--- config.mk ---
export PLATFORM = sky130hd
export DESIGN_NAME = moving_average_filter
export DESIGN_NICKNAME = d
export VERILOG_FILES = /design/src/design/mavg_pkg.sv /design/src/design/moving_average_filter.sv
export SDC_FILE = /design/constraint.sdc
export NUM_CORES = 1
export LEC_CHECK = 0
export ABC_AREA = 1
export BUFFER_PORTS_ARGS = -buffer_cell sky130_fd_sc_hd__buf_4
export CAP_MARGIN = 20
export CORE_MARGIN = 2
export CORE_UTILIZATION = 50
export CTS_CLUSTER_DIAMETER = 80
export CTS_CLUSTER_SIZE = 16
export DETAILED_ROUTE_END_ITERATION = 8
export PLACE_DENSITY = 0.67
export SYNTH_ARGS = -nofsm -noshare
export SYNTH_HDL_FRONTEND = slang
export SYNTH_SLANG_ARGS = --single-unit
--- constraint.sdc ---
create_clock -name clk -period 7.7 [get_ports clk]
set_input_delay 0 -clock clk [delete_from_list [all_inputs] [get_ports clk]]
set_output_delay 0 -clock clk [all_outputs]
set_load 0.02 [all_outputs]
--- src/design/mavg_pkg.sv ---
package mavg_pkg;

  localparam int MaxWindow  = 64;
  localparam int SampleBits = 16;
  localparam int WinBits    = 7;
  localparam int SlotBits   = $clog2(MaxWindow);
  localparam int SumBits    = 22;
  localparam int DivCntBits = $clog2(SumBits);

  localparam logic [WinBits-1:0] WinReset = WinBits'(8);

  typedef enum logic [3:0] {
    ST_IDLE = 4'b0001,
    ST_SUM  = 4'b0010,
    ST_DIV  = 4'b0100,
    ST_DONE = 4'b1000
  } mavg_state_t;

endpackage

--- src/design/moving_average_filter.sv ---
// Boxcar moving average of signed Q8.8 samples.
// Input channel: in_valid/in_stall carry in_sample_value and in_series_start.
// An item with in_series_start set restarts the fill with that sample.
// Result channel: out_valid/out_stall carry out_window_mean, the sum of the
// last window_length samples divided by window_length, truncated toward zero.
// No result appears until the window has filled; after that every item gives one.
// cfg_wr_en/cfg_wr_data write window_length (0 acts as 1, above 64 as 64);
// a write restarts the fill. Write only while the block is idle.
// Sequence: an item is taken, the running sum is updated in the next cycle,
// then a restoring divider produces one quotient bit per cycle, and ST_DONE
// loads the output register and raises out_valid. No new item is taken until
// its result has moved into the output register.
// An item that gives no result frees the block once the running sum is updated.
// The result waits in the output register while out_stall is high; the next
// item is accepted meanwhile, and its result waits in the divider until the
// output register is free.
// Reset (rst_n low, synchronous) clears sum and fill, sets window_length to 8.
module moving_average_filter import mavg_pkg::*; (
  input  logic                         clk,
  input  logic                         rst_n,
  input  logic                         in_valid,
  output logic                         in_stall,
  input  logic signed [SampleBits-1:0] in_sample_value,
  input  logic                         in_series_start,
  output logic                         out_valid,
  input  logic                         out_stall,
  output logic signed [SampleBits-1:0] out_window_mean,
  input  logic                         cfg_wr_en,
  input  logic [WinBits-1:0]           cfg_wr_data
);

  mavg_state_t                  state_r;
  logic [WinBits-1:0]           win_r;
  logic [WinBits-1:0]           fill_r;
  logic [SlotBits-1:0]          slot_r;
  logic signed [SumBits-1:0]    sum_r;
  logic                         sub_r;
  logic                         emit_r;
  logic [DivCntBits-1:0]        div_cnt_r;
  logic [WinBits-1:0]           rem_r;
  logic [SumBits-1:0]           quo_r;
  logic                         neg_r;
  logic                         out_valid_r;
  logic signed [SampleBits-1:0] out_mean_r;
  logic signed [SampleBits-1:0] x_r;
  logic signed [SampleBits-1:0] old_r;

  logic signed [SampleBits-1:0] ring [MaxWindow];

  logic [WinBits-1:0]        w_eff;
  logic                      accept;
  logic [WinBits-1:0]        cnt_base;
  logic [SlotBits-1:0]       old_addr;
  logic signed [SumBits-1:0] sum_nxt;
  logic [SumBits-1:0]        mag_nxt;
  logic [WinBits:0]          shifted;
  logic                      ge;
  logic [WinBits:0]          diff;
  logic                      out_free;
  logic [SampleBits-1:0]     mean_nxt;

  always_comb begin
    if (win_r == '0) begin
      w_eff = WinBits'(1);
    end else if (win_r > WinBits'(MaxWindow)) begin
      w_eff = WinBits'(MaxWindow);
    end else begin
      w_eff = win_r;
    end
  end

  assign in_stall = (state_r != ST_IDLE);
  assign accept   = in_valid && !in_stall;
  assign cnt_base = in_series_start ? '0 : fill_r;
  // window of MaxWindow wraps onto the slot being written: read-before-write
  assign old_addr = slot_r - w_eff[SlotBits-1:0];

  assign sum_nxt = sum_r + SumBits'(x_r) - (sub_r ? SumBits'(old_r) : '0);
  assign mag_nxt = sum_nxt[SumBits-1] ? SumBits'(-sum_nxt) : SumBits'(sum_nxt);

  // one restoring step: shift in next dividend bit, subtract if it fits
  assign shifted = {rem_r, quo_r[SumBits-1]};
  assign ge      = (shifted >= {1'b0, w_eff});
  assign diff    = shifted - {1'b0, w_eff};

  assign out_free = !out_valid_r || !out_stall;
  assign mean_nxt = neg_r ? SampleBits'(-quo_r[SampleBits-1:0]) : quo_r[SampleBits-1:0];

  always_ff @(posedge clk) begin
    if (accept) begin
      old_r        <= ring[old_addr];
      ring[slot_r] <= in_sample_value;
      x_r          <= in_sample_value;
    end
  end

  always_ff @(posedge clk) begin
    if (!rst_n) begin
      state_r     <= ST_IDLE;
      win_r       <= WinReset;
      fill_r      <= '0;
      slot_r      <= '0;
      sum_r       <= '0;
      sub_r       <= 1'b0;
      emit_r      <= 1'b0;
      div_cnt_r   <= '0;
      out_valid_r <= 1'b0;
    end else begin
      if (state_r == ST_DONE && out_free) begin
        out_valid_r <= 1'b1;
      end else if (out_valid_r && !out_stall) begin
        out_valid_r <= 1'b0;
      end
      unique case (state_r)
        ST_IDLE: begin
          if (cfg_wr_en) begin
            win_r  <= cfg_wr_data;
            sum_r  <= '0;
            fill_r <= '0;
          end else if (accept) begin
            if (in_series_start) begin
              sum_r <= '0;
            end
            sub_r  <= (cnt_base >= w_eff);
            fill_r <= (cnt_base < w_eff) ? cnt_base + WinBits'(1) : cnt_base;
            emit_r <= (cnt_base + WinBits'(1) >= w_eff);
            slot_r <= slot_r + SlotBits'(1);
            state_r <= ST_SUM;
          end
        end
        ST_SUM: begin
          sum_r     <= sum_nxt;
          div_cnt_r <= '0;
          state_r   <= emit_r ? ST_DIV : ST_IDLE;
        end
        ST_DIV: begin
          div_cnt_r <= div_cnt_r + DivCntBits'(1);
          if (div_cnt_r == DivCntBits'(SumBits - 1)) begin
            state_r <= ST_DONE;
          end
        end
        ST_DONE: begin
          if (out_free) begin
            state_r <= ST_IDLE;
          end
        end
        default: state_r <= ST_IDLE;
      endcase
    end
  end

  always_ff @(posedge clk) begin
    unique case (state_r)
      ST_SUM: begin
        quo_r <= mag_nxt;
        rem_r <= '0;
        neg_r <= sum_nxt[SumBits-1];
      end
      ST_DIV: begin
        rem_r <= ge ? diff[WinBits-1:0] : shifted[WinBits-1:0];
        quo_r <= {quo_r[SumBits-2:0], ge};
      end
      ST_DONE: begin
        if (out_free) begin
          out_mean_r <= mean_nxt;
        end
      end
      default: ;
    endcase
  end

  assign out_valid       = out_valid_r;
  assign out_window_mean = out_mean_r;

`ifndef SYNTHESIS
  a_fill_bound: assert property (@(posedge clk) disable iff (!rst_n)
    fill_r <= WinBits'(MaxWindow))
    else $error("fill count exceeds window limit");

  a_div_cnt: assert property (@(posedge clk) disable iff (!rst_n)
    (state_r == ST_DIV) |-> (div_cnt_r < DivCntBits'(SumBits)))
    else $error("divider step count out of range");

  a_rem_bound: assert property (@(posedge clk) disable iff (!rst_n)
    (state_r == ST_DONE) |-> (rem_r < w_eff))
    else $error("divider remainder not below window");

  a_quo_range: assert property (@(posedge clk) disable iff (!rst_n)
    (state_r == ST_DONE) |-> (quo_r <= SumBits'(1 << (SampleBits - 1))))
    else $error("mean magnitude out of sample range");

  a_done_loads: assert property (@(posedge clk) disable iff (!rst_n)
    (state_r == ST_DONE && out_free) |=> (out_valid_r && state_r == ST_IDLE))
    else $error("finished item not moved to output register");
`endif

endmodule
==> results of run 1 <==
==> flip-flops by register name, summed over array words and instances (netlist names) <==
| register | flops |
|---|---|
| x_r | 16 |
| div_cnt_r | 5 |
| ring | 1024 |
| out_valid | 1 |
| rem_r | 7 |
| slot_r | 6 |
| out_window_mean | 16 |
| win_r | 7 |
| fill_r | 7 |
| sum_r | 22 |
| quo_r | 22 |
| state_r | 4 |
| neg_r | 1 |
| emit_r | 1 |
| old_r | 16 |
| sub_r | 1 |
==> worst min-delay path, delay by kind of cell <==
kind | cells | cell delay [ns]
AOI/OAI and AO/OA | 2 | 0.22
buffers and inverters | 2 | 0.63
==> worst paths after layout <==
check                               startpoint       end  slack, ns  depth (start not counted)
worst max-delay path                  win_r[2]  old_r[9]       2.43                         14
worst min-delay path            cfg_wr_data[6]  win_r[6]       0.21                          4
worst max register to register        win_r[2]  old_r[9]       2.43                         14
worst min register to register        sum_r[8]  sum_r[8]       0.46                          2
==> cell usage in the layout (no fill, tap or decap), drive strengths merged, types with 23 or more instances in the layout <==
cell	Yosys	final
a21oi	148	148
buf	83	140
clkbuf	155	111
dfxtp	54	54
dlygate4sd3	0	36
edfxtp	1102	1102
fa	23	23
ha	54	54
inv	238	241
nand2	459	459
nand3	169	169
nor2	667	667
o21ai	574	574
o221ai	128	128
o22ai	130	130
o31ai	33	33
xor2	34	34
==> kinds of logic after synthesis <==
group	count (synthesis)
AOI/OAI and AO/OA	1032
xor gates and xnor gates	40
adders and majority gates	77
buffers and inverters	478
DFF	1156
muxes	16
and+or+nand+nor	1329
==> layout make-up <==
cell class                 count  area, sq um  area share
inverter                     240        928.4     0.01735
tap                         1276         1597     0.02984
sequential                  1156        34170      0.6387
clock inverter                 8        125.1    0.002338
clock buffer                 109         2175     0.04064
multi-input combinational   2494        13000      0.2430
timing repair buffer         178         1509     0.02820
==> where the power goes <==
part           total [mW]  internal, mW  switching [mW]
clock network        4.08          1.99            2.10
registers            7.36          7.26          0.0995
logic                12.4          3.47            8.91
total                23.8          12.7            11.1
==> what timing repair did <==
item / CTS / global route
hold buffers: 36 / 0
setup buffers: 0 / 0
hold endpoints to repair: 1086 / 0
==> metal layers <==
layer | share of wire | global-route usage | vias to the layer above
li1 | - | - | 14910
met1 | 0.41 | 0.3434 | 16150
met2 | 0.47 | 0.4124 | 1432
met3 | 0.079 | 0.03750 | 258
met4 | 0.039 | 0.09528 | 0
met5 | 0 | 0 | -
==> through the flow <==
step | cell area, sq um | hold WS [ns] | setup slack [ns] | std cells
6_report | 53510 | 0.2128 | 2.430 | 5461
5_1_grt | 53510 | 0.2620 | 2.384 | 5461
4_1_cts | 53470 | 0.1827 | 2.514 | 5458
3_5_place_dp | 50810 | 0.2287 | 2.527 | 5305
3_3_place_gp | 50810 | 0.2316 | 2.491 | 5305
2_1_floorplan | 49030 | 0.09887 | 4.635 | 4128
==> impl_metrics.toml, run 1 <==
[job]
cap_viol_max_count = 0

[cts]
cts_resized = 0
cts.htree.levels = 3
root_buffer = "clkbuf_16"
cts_tree = "done"
clk_path_buf_depth = 3
cts_made_buffers = 82
cts_num_sinks = 1156
insertion_delay_ns = 0.68
clk_pin_slew_ns = 0.07

[layout]
num-nets-final = 4258
fillCellCount = 8064
drive_gt1_frac = 0.06380
fin_util = 0.5517
syn2layout_area_growth_pct = 9.128
antenna_cells = 0

[detailed_routing]
vias_per_cell = 5.997
drcViolationCount = 0
routed_wirelength_um = 127500
ant_nets = 0
drt_pass1_iterations = 8
wl_per_cell_um = 23.35
drt_iter0_drc = 4039
vias = 32750

[synthesis]
yosysSeqAreaShare = 0.6969
synthMuxAreaShare = 0.003266
yosysWarnings = 0
syn_area_sq_um = 49030
synth.net_count = 4234
synth-simple-area-share = 0.1089
syn_area_per_cell_sq_um = 11.88
yosys.cell_types.count = 48
synth_top_area_cell = "edfxtp_1"
ys_ff_latch = 1156
synth_compound_area_frac = 0.1211
synth_top_flop_cell = "edfxtp_1"
synth_xor_area_frac = 0.007298
synth_area_leaders = "edfxtp_1 67%, o21ai_0 5.8%, nor2_1 5.1%"
synthTopCellsByCount = "1102 x edfxtp_1, 662 x nor2_1, 565 x o21ai_0"
synth_top_family_by_area = "compound AO/OA/AOI/OAI gates"
synth_most_common_cell = "edfxtp_1"
syn_inst = 4128
yosysTopAreaCellShare = 0.6749
async_reset_ff_frac = 0
post_synth_fa_ha_maj_area_fraction = 0.02317
synth-edff-count = 1102

[power_and_ir_drop]
powerDensity_nw_per_um2 = 445.2
irDropWorstVdd_v = 0.0005372
p_total_mw = 23.82
p_leak_nw = 18.09

[setup_path]
cp_top_family = "compound AO/OA/AOI/OAI gates"
cpPeakStageDelay_ns = 1.04
critical_path_required_ns = 8.07
endpoint_kind = "flop"
crit_chain = "nor2_1 > nand3_1 > o21ai_0 > ha_4 > inv_1 > fa_4 > inv_8 > buf_4 > o21ai_0 > o22ai_1 > nand2_1 > a21oi_1 > o31ai_1 > mux2i_1"
crit_path_frequent_cell = "o21ai_0"
worst-setup-path-type = "flop to flop"
cp_max_fo = 129
cp-start-kind = "flop"
cp.arrival_ns = 5.64
cp_num_buf_inv = 3
slowest_stage = "fa_4"

[global_routing]
grt_pass1_vias = 31590
grt_antenna_before_repair = 0
grt_first_pass_wirelength_um = 191400
globalRouteOverflowTotal = 0
track_usage = 0.2520
grt_max_degree = 185

[timing]
setup_viol = 0
max_freq_ghz = 0.1897
finalCritPeriodShare = 0.6845
finClkSkew_ns = 0.03293
finalHoldViolCount = 0
max_slew_margin = 0.2871
tightest_slew_ns = 1.065
drv_slew = 0
rsz0062_at_grt = "no"
fin_tns_setup_ns = 0
finalCriticalPeriod_ns = 5.270

[floorplan]
ios = 47
core_area_sq_um = 96990
fp.dieH_um = 317.2
die-area_sq_um = 100600
initial_core_util = 0.5055
rows = 114
die-width_um = 317.2

[place]
portBuffers = 46
gp_congestion = 0.8634
dp_hpwl_um = 71000

[outcome]
outcome = "completed"

[hold_path]
hold_path_class = "primary input to flop"
No activity file was read; power rests on OpenSTA's default activity.
==> run 2, diff against run 1 <==
Clock period 7.7 ns to 4.9 ns, I/O delays scaled along.
==> run 2 against run 1 <==
Register-to-register slack worse by 2.0 ns. Critical path depth grew 1. Die area did not move. Worst hold slack worse by 0.014 ns. Largest cell class unchanged. Clock skew fell by 0.0055 ns. Core utilization increased by 0.37 points. Cell count increased by 0.48%. Worst setup slack lost 2.0 ns. Clock power increased by 58%.
==> impl_metrics.toml, run 2 (synthesis gave the netlist of run 1 again) <==
[layout]
layout_commonest_cell = "edfxtp_1"
final_cell_mix = "1102 x edfxtp_1, 662 x nor2_1, 565 x o21ai_0, 448 x nand2_1, 231 x inv_1"
num-nets-final = 4287
largest_reg_flops = 1024
reg.largest.list = "ring: 1024 flops, quo_r: 22 flops, sum_r: 22 flops"
syn2layout_area_growth_pct = 9.858
final_cells = 5487
drive_gt1_frac = 0.07033
largest_register = "ring"

[timing]
drv_slew = 0
fin_tns_setup_ns = 0
setup_viol = 0
max_slew_margin = 0.3744
max_freq_ghz = 0.2250
layout_setup_ws_ns = 0.4549
finalCritPeriodShare = 0.9072
rsz0062_at_grt = "no"
finalCriticalPeriod_ns = 4.445
tightest_slew_ns = 0.9349
finClkSkew_ns = 0.02739
finalHoldViolCount = 0

[power_and_ir_drop]
irDropWorstVdd_v = 0.001024
p_switching_mw = 17.61
pwr-share-seq = 0.304
combinationalPowerShare = 0.526
p_int_mw = 20.36
powerDensity_nw_per_um2 = 704.9
p_leak_nw = 18.28
swShare = 0.4638
power_frac_clock = 0.170

[cts]
clk_pin_slew_ns = 0.08
root_buffer = "clkbuf_16"
cts_num_sinks = 1156
insertion_delay_ns = 0.69
clk_path_buf_depth = 3
cts.htree.levels = 3
cts_tree = "done"
postCtsSetupRepairBufs = 0
cts_made_buffers = 83

[setup_path]
critical_path_required_ns = 5.31
worst-setup-path-type = "flop to flop"
endpoint_kind = "flop"
cp.arrival_ns = 4.85
cp-start-kind = "flop"
cp_max_fo = 76

[outcome]
outcome = "completed"

[floorplan]
die-area_sq_um = 100600
core_area_sq_um = 96990
initial_core_util = 0.5055
fp.dieH_um = 317.2
rows = 114
die-width_um = 317.2
ios = 47

[global_routing]
track_usage = 0.2552
grt_pass1_vias = 31560
grt_first_pass_wirelength_um = 193300
globalRouteOverflowTotal = 0
grt_max_degree = 186
grt_antenna_before_repair = 1

[hold_path]
hold_path_class = "primary input to flop"

[job]
cap_viol_max_count = 0

[detailed_routing]
ant_nets = 0
drt_iter0_drc = 4166
wl_per_cell_um = 23.55
vias_per_cell = 6.014
vias = 33000
drcViolationCount = 0
drt_pass1_iterations = 5
routed_wirelength_um = 129200

[place]
placed_cells = 5335
portBuffers = 46
dp_hpwl_um = 73330
place_ws_ns = 0.5327
gp_congestion = 0.8810
-- run 2: cell type report --
class / instances / area [sq um]
multi-input cells: 2494 / 13000
fillers: 7951 / 43130
clock inverters: 10 / 148.9
repair buffers: 206 / 1864
clock buffers: 103 / 2152
diodes: 2 / 5.005
inverters: 240 / 924.6
well taps: 1276 / 1597
flip-flops and latches: 1156 / 34170
-- run 2: routing by layer --
metal	wire length [um]	track usage
met3	10360	0.03287
met2	61080	0.4117
met5	12	0
met1	52770	0.3528
met4	4972	0.1054
-- run 2: final timing paths --
check / startpoint / endpoint / slack [ns] / cells after the start
max: win_r[4] / old_r[15] / 0.45 / 15
min reg2reg: sum_r[12] / sum_r[12] / 0.46 / 2
min: out_stall / out_valid / 0.20 / 4
max reg2reg: win_r[4] / old_r[15] / 0.45 / 15
-- run 2: worst max-delay path, stage by stage (launching register included) --
cell	delay [ns]
dfxtp_1	0.34
nor2_1	0.15
nand3_1	0.11
o21ai_0	0.47
ha_4	0.21
inv_1	0.06
fa_4	0.88
inv_6	0.21
buf_12	0.29
buf_4	0.16
o21ai_0	0.09
o22ai_1	0.15
nand2_1	0.10
a21oi_1	0.07
o31ai_1	0.60
mux2i_1	0.15
-- run 2: metrics by stage --
step	utilization	power (mW)	instance area, sq um	hold slack [ns]
2_1_floorplan	-	24.39	49030	0.09887
3_3_place_gp	0.5278	31.12	51190	0.2390
3_5_place_dp	0.5278	31.41	51190	0.2296
4_1_cts	0.5553	37.87	53860	0.1694
5_1_grt	0.5553	40.17	53860	0.2222
6_report	0.5554	37.97	53870	0.1990
-- run 2: repair_timing --
action	CTS	global route
resized for setup	0	0
endpoints found under the hold margin	1045	0
hold buffers	37	0
-- run 2: power groups by stage --
stage | Clock (mW) | Combinational, mW | Sequential (mW)
global route | 6.87 | 21.7 | 11.6
floorplan | 0 | 12.7 | 11.7
global placement | 0 | 19.4 | 11.8
finish | 6.46 | 20.0 | 11.5
CTS | 6.55 | 19.8 | 11.5
detailed placement | 0 | 19.6 | 11.8
